===== src/rtl/sem_pkg.sv =====
package sem_pkg;

   localparam int PIX_W = 8;
   localparam int VAL_W = 12;
   localparam int NUM_W = 19;
   localparam int DEN_W = 11;
   localparam int Q_W   = 8;
   localparam int CSR_W = 10;
   localparam int CSR_AW = 2;

   localparam logic [CSR_AW-1:0] CSR_IMAGE_ROWS    = 2'd0;
   localparam logic [CSR_AW-1:0] CSR_IMAGE_COLS    = 2'd1;
   localparam logic [CSR_AW-1:0] CSR_KERNEL_SELECT = 2'd2;

   localparam logic [CSR_W-1:0] ROWS_RESET = 10'd512;
   localparam logic [CSR_W-1:0] COLS_RESET = 10'd512;

   localparam logic CMD_PUSH = 1'b0;
   localparam logic KERNEL_VERTICAL = 1'b0;

   typedef struct packed {
      logic             cmd;
      logic [PIX_W-1:0] pixel_in;
   } req_type;

   typedef struct packed {
      logic [PIX_W-1:0] pixel_out;
      logic             last_out;
   } rsp_type;

   typedef enum logic {
      OP_PUSH,
      OP_PULL
   } op_type;

   typedef struct packed {
      op_type           op;
      logic [PIX_W-1:0] pixel;
   } item_type;

   typedef enum logic [1:0] {
      B_IDLE,
      B_PUSH,
      B_NORM,
      B_DIV
   } back_state_type;

endpackage


===== src/rtl/sem_front.sv =====
module sem_front (
   input  logic              clock,
   input  logic              reset,
   input  logic              start,
   input  sem_pkg::req_type  req_data,
   output logic              busy,
   output sem_pkg::item_type q_item,
   output logic              q_valid,
   input  logic              q_pop
);
   import sem_pkg::*;

   localparam int DEPTH = 4;
   localparam int PW = $clog2(DEPTH);

   item_type       queue_ff [DEPTH];
   logic [PW-1:0]  wr_ptr_ff, wr_ptr_in;
   logic [PW-1:0]  rd_ptr_ff, rd_ptr_in;
   logic [PW:0]    count_ff, count_in;
   logic           push;
   item_type       item;

   assign busy    = (count_ff == (PW+1)'(DEPTH));
   assign q_valid = (count_ff != '0);
   assign q_item  = queue_ff[rd_ptr_ff];
   assign push    = start && !busy;

   always_comb begin
      item.op    = (req_data.cmd == CMD_PUSH) ? OP_PUSH : OP_PULL;
      item.pixel = req_data.pixel_in;
      wr_ptr_in  = push ? wr_ptr_ff + 1'b1 : wr_ptr_ff;
      rd_ptr_in  = q_pop ? rd_ptr_ff + 1'b1 : rd_ptr_ff;
      count_in   = count_ff + (PW+1)'(push) - (PW+1)'(q_pop);
   end

   always_ff @(posedge clock) begin
      if (push) begin
         queue_ff[wr_ptr_ff] <= item;
      end
   end

   always_ff @(posedge clock) begin
      if (reset) begin
         wr_ptr_ff <= '0;
         rd_ptr_ff <= '0;
         count_ff  <= '0;
      end else begin
         wr_ptr_ff <= wr_ptr_in;
         rd_ptr_ff <= rd_ptr_in;
         count_ff  <= count_in;
      end
   end

   assert property (@(posedge clock) disable iff (reset)
      count_ff <= (PW+1)'(DEPTH))
      else $error("queue overfilled");

endmodule


===== config.mk =====
export PLATFORM = sky130hd
export DESIGN_NAME = sem_front
export DESIGN_NICKNAME = d
export VERILOG_FILES = /design/src/rtl/sem_pkg.sv /design/src/rtl/sem_front.sv
export SDC_FILE = /design/constraint.sdc
export NUM_CORES = 1
export LEC_CHECK = 0
export BUFFER_PORTS_ARGS = -buffer_cell sky130_fd_sc_hd__buf_2
export CAP_MARGIN = 25
export CORE_AREA = 4 4 54 80
export CTS_CLUSTER_DIAMETER = 120
export DETAILED_ROUTE_END_ITERATION = 10
export DIE_AREA = 0 0 58 84
export PLACE_DENSITY = 0.74
export REMOVE_ABC_BUFFERS = 1
export SETUP_SLACK_MARGIN = 0.15
export SKIP_CTS_REPAIR_TIMING = 1
export SYNTH_ARGS = -nofsm -noshare
export SYNTH_HDL_FRONTEND = slang
export SYNTH_SLANG_ARGS = --single-unit
export TNS_END_PERCENT = 20

===== constraint.sdc =====
create_clock -name clock -period 2 [get_ports clock]
set_input_delay 0.1 -clock clock [delete_from_list [all_inputs] [get_ports clock]]
set_output_delay 0.1 -clock clock [all_outputs]
set_load 0.02 [all_outputs]

# After elaboration in Yosys (flattened, before gate mapping)

Memory sizes are Yosys's and may differ from the RTL's. A register that Yosys moved wholly into a read port is not among the register bits.
Cells that the tools add are included.

Equality and inequality tests: 1
Muxes and demuxes: 5
$add $sub $neg: 4
Reduce and logical (&&, ||, !) cells: 3

Operators by type and width:

| kind                                                          | number |
|---|---|
| 2-bit by 1-bit adder with 2-bit output, second input constant | 2 |
| 2-bit two-way mux                                             | 2 |
| 3-bit by 1-bit adder with 3-bit output                        | 1 |
| 3-bit equality test, second input constant                    | 1 |
| 1-bit two-way mux                                             | 3 |
| 3-bit nonzero test                                            | 1 |
| 3-bit by 1-bit subtractor with 3-bit output                   | 1 |
| 1-bit logical AND                                             | 1 |
| 1-bit zero test                                               | 1 |

Word-level logic and storage cells: 17
Memories kept: 1
Register bits: 7
Bits in writable memories: 36

Memories:

| name     | depth | width | read ports | clocked after memory_dff | write ports | line            | text |
|---|---|---|---|---|---|---|---|
| queue_ff | 4     | 9     | 1          | 1                        | 1           | sem_front.sv:16 | `item_type queue_ff [DEPTH];` |

# Logic depth before layout (Yosys ltp)

Depth in word-level cells: 5
Gate-level depth with buffers: 11

# Worst setup path before layout

Ideal clock, no wire load.

Path type: reg2reg
Start: reg count_ff[1]
End: reg count_ff[2]
Stages on the path, launching flop included: 12
Period minus slack after synthesis: 2176 ps
Data arrival time: 2099 ps
Required time: 1922 ps
Setup slack: -176 ps
Path buffers: 0
Library setup time: 78 ps
Cells stage by stage: dfxtp_1 > nor3b_4 > nor2_1 > inv_1 > ha_1 > inv_1 > ha_1 > inv_1 > fa_1 > xor2_1 > and2_1 > nor3_1

Cells in the longest elaborated chain, start to end: 5

Ends and longest elaborated chain:

| element                                     | line            | text |
|---|---|---|
| start: declaration                          | sem_front.sv:19 | `logic [PW:0] count_ff, count_in;` |
| start signal: assignment                    | sem_front.sv:50 | `count_ff <= count_in;` |
| 3-bit equality test                         | sem_front.sv:23 | `assign busy = (count_ff == (PW+1)'(DEPTH));` |
| net busy                                    | sem_front.sv:6  | `output logic busy,` |
| 1-bit zero test                             | sem_front.sv:26 | `assign push = start && !busy;` |
| 1-bit logical AND                           | sem_front.sv:26 |  |
| 3-bit by 1-bit adder with 3-bit output      | sem_front.sv:33 | `count_in = count_ff + (PW+1)'(push) - (PW+1)'(q_pop);` |
| 3-bit by 1-bit subtractor with 3-bit output | sem_front.sv:33 |  |

The timed path passes the listed nets, and every way through them passes these cells.
A chain may end at the register's enable or synchronous reset.

# Final worst setup path

Start: reg count_ff[0]
End: reg count_ff[2]

Cells in the longest elaborated chain, start to end: 5

Ends and longest elaborated chain:

| element                                         | line |
|---|---|
| 3-bit equality test                             | sem_front.sv:23 |
| 1-bit zero test                                 | sem_front.sv:26 |
| 1-bit logical AND                               | sem_front.sv:26 |
| 3-bit by 1-bit adder with 3-bit output (*)      | sem_front.sv:33 |
| 3-bit by 1-bit subtractor with 3-bit output (*) | sem_front.sv:33 |

Mark *: on every way between the ends. The rest lies on a longest branch, timed or not.

==> impl_metrics.ini <==
[pwr]
internal_power_mw = 1.62
comb_power_share_pct = 23.9
p_seq_share_pct = 52.6
p_clk_share_pct = 23.5
p_total_mw = 2.24
p_leak_nw = 0.748
switchingPower_uw = 623
powerDensity_nw_per_um2 = 1090
switching_share_pct = 27.8
ir_drop_uv = 877

[drt]
vias = 867
wl_um = 2740
first_pass_iters = 4
vias_per_cell = 5.07
wl_per_cell_um = 16.0
drc = 0
ant_nets = 0
drtIter0Drc = 8

[place]
gp_congestion = 0.734
post_dp_cell_area_um2 = 1940
portBuffers = 23
hpwl_um = 1980

[synthesis]
synthTopCellsByArea = edfxtp_1, mux4_2, dfxtp_1
ys_seq_elements = 45
synth.distinct_cells = 23
ys_warn_count = 0
synthXorXnorAreaFrac_pct = 1.49
synth_top_family_by_area = multiplexers
async_flop_share_pct = 0
synth_compound_area_share_pct = 0.568
yosysSeqAreaShare_pct = 71.5
yosysTopAreaCellShare_pct = 61.3
synthAdderAreaFrac_pct = 5.39
synthTopCellsByCount = edfxtp_1, dfxtp_1, mux4_2
synth_area_per_cell_um2 = 18.6
synth_edf_count = 36
muxShareOfSynthArea_pct = 12.1
synthSimpleGateAreaFrac_pct = 6.46
netlist_area_um2 = 1760
synth_cells = 95
synth.most_common_cell = edfxtp_1
yosysTopAreaCell = edfxtp_1
ys.flop_type = edfxtp_1

[clock_network]
clk_path_buf_depth = 2
clk-insertion-delay-late_ps = 290
cts-root-buf = clkbuf_8
clkSinkCount = 45
path_clk_slew_ps = 80
tritoncts.num_buffers = 5
htree_num_levels = 2
cts_tree = done

[global_routing]
busiest_layer = met2
grt_max_degree = 14
use_met3_pct = 4.18
grt_first_pass_wirelength_um = 4600
grt_overflow = 0
grt_pass1_vias = 989
met1_usage_pct = 13.8
grt_use_total_pct = 13.0
antenna_found_initial = 0
grtUsageMet2_pct = 22.4

[sta]
hold_viol = 0
slew_viol_final = 0
fmax_mhz = 490
post-route-min-period_ps = 2040
setup_ws_ps = -40.4
fin_skew_ps = 5.60
finalSetupViolations = 1
maxSlewHeadroom_pct = 67.8
tns_ps = -40.4
finalCritPeriodShare_pct = 102
tightest_slew_ps = 483
rsz0062_at_grt = yes

[floorplanning]
dieArea_um2 = 4870
io_pins = 24
rows = 27
initial_core_util_pct = 48.3
die_w_um = 58
core-area_um2 = 3650
die_h_um = 84

[worst_setup_path]
crit_chain = nor3b_4 > nor2_2 > inv_1 > ha_1 > inv_1 > ha_1 > inv_1 > fa_2 > xor2_2 > and2_1 > nor3_2
startpoint_type = register
slowest_delay_ps = 350
crit_required_ps = 2210
cp_num_buf_inv = 3
crit_family = adder cells
crit_path_end_kind = register
cp_common_cell = inv_1
arrival_ps = 2250
critPathSlowestCell = fa_2
critical_path_class = reg2reg
cp_max_fo = 3

[outcome]
violations = negative setup slack
status = finished, violations left

[cells_and_area]
final_area_um2 = 2050
register_area_um2 = 1260
fin_nets = 147
multi_input_area_um2 = 475
drive_gt1_share_pct = 39.8
antenna_cells = 0
syn_to_final_growth_pct = 16.4
fin_util_pct = 56.2
fillers = 286

[min_path]
hold_path_class = in2reg

[flow_run]
maxCapViolations = 0
[cells in the final DEF (no fill, tap or decap), types with 5 or more instances in the layout]
master,n
edfxtp_1,36
buf_2,23
mux4_2,9
dfxtp_1,7
inv_1,6
ha_1,6
and2_1,5
nor2_1,5
clkbuf_8,5
buf_4,5
[power groups by stage]
stage	Clock, mW	Sequential (mW)	Combinational, mW
floorplan	0	1.20	0.313
global placement	0	1.19	0.468
detailed placement	0	1.20	0.496
CTS	0.547	1.18	0.498
global route	0.604	1.19	0.591
finish	0.527	1.18	0.536
[worst reg2reg max path, delay by kind of cell (launching register included)]
kind / cells / cell delay, ps
simple gates: 4 / 570
fa+ha+maj: 3 / 710
flops: 1 / 340
buf+inv: 3 / 170
xor+xnor: 1 / 160
[final cells by class]
type / count / share of cell area (%)
clock inverter: 1 / 0.366
timing repair buffer: 28 / 7.44
multi-input combinational: 41 / 23.2
inverter: 6 / 1.10
tap: 43 / 2.62
clock buffer: 7 / 3.72
sequential: 45 / 61.6
[metrics by stage]
step / cells / hold slack, ps / setup slack [ps]
final: 171 / 17.8 / -40.4
after global routing: 171 / 8.09 / -159
after CTS: 170 / 8.43 / -113
after detailed placement: 162 / 319 / -90.9
after global placement: 162 / 311 / 59.4
after floorplan: 92 / 167 / -176
[worst paths after layout]
path | startpoint | endpoint | slack (ps) | cells past startpoint
worst max-delay path | count_ff[0] | count_ff[2] | -40 | 11
worst min register to register | wr_ptr_ff[0] | wr_ptr_ff[0] | 530 | 2
worst min-delay path | req_data[0] | queue_ff[0][0] | 20 | 1
worst max register to register | count_ff[0] | count_ff[2] | -40 | 11
[registers in the layout, summed over array words and instances, names as in the netlist, named ones only]
register	flops
count_ff	3
rd_ptr_ff	2
queue_ff	36
wr_ptr_ff	2
[layer usage]
metal	wire (um)	vias up
met5	0	-
met1	1000	428
met4	58	0
li1	-	413
met2	1540	21
met3	140	5
[cells by family (layout without fill, tap and decap cells)]
kind of cell,count (synthesis),in the layout
flip-flops,45,45
AND/OR/NAND/NOR,19,19
multiplexers,10,10
buffers and inverters,9,42
adder cells (fa/ha/maj),7,7
XOR/XNOR,3,3
AO/OA/AOI/OAI,2,2
Note: power is estimated with default switching activity, not from simulation.
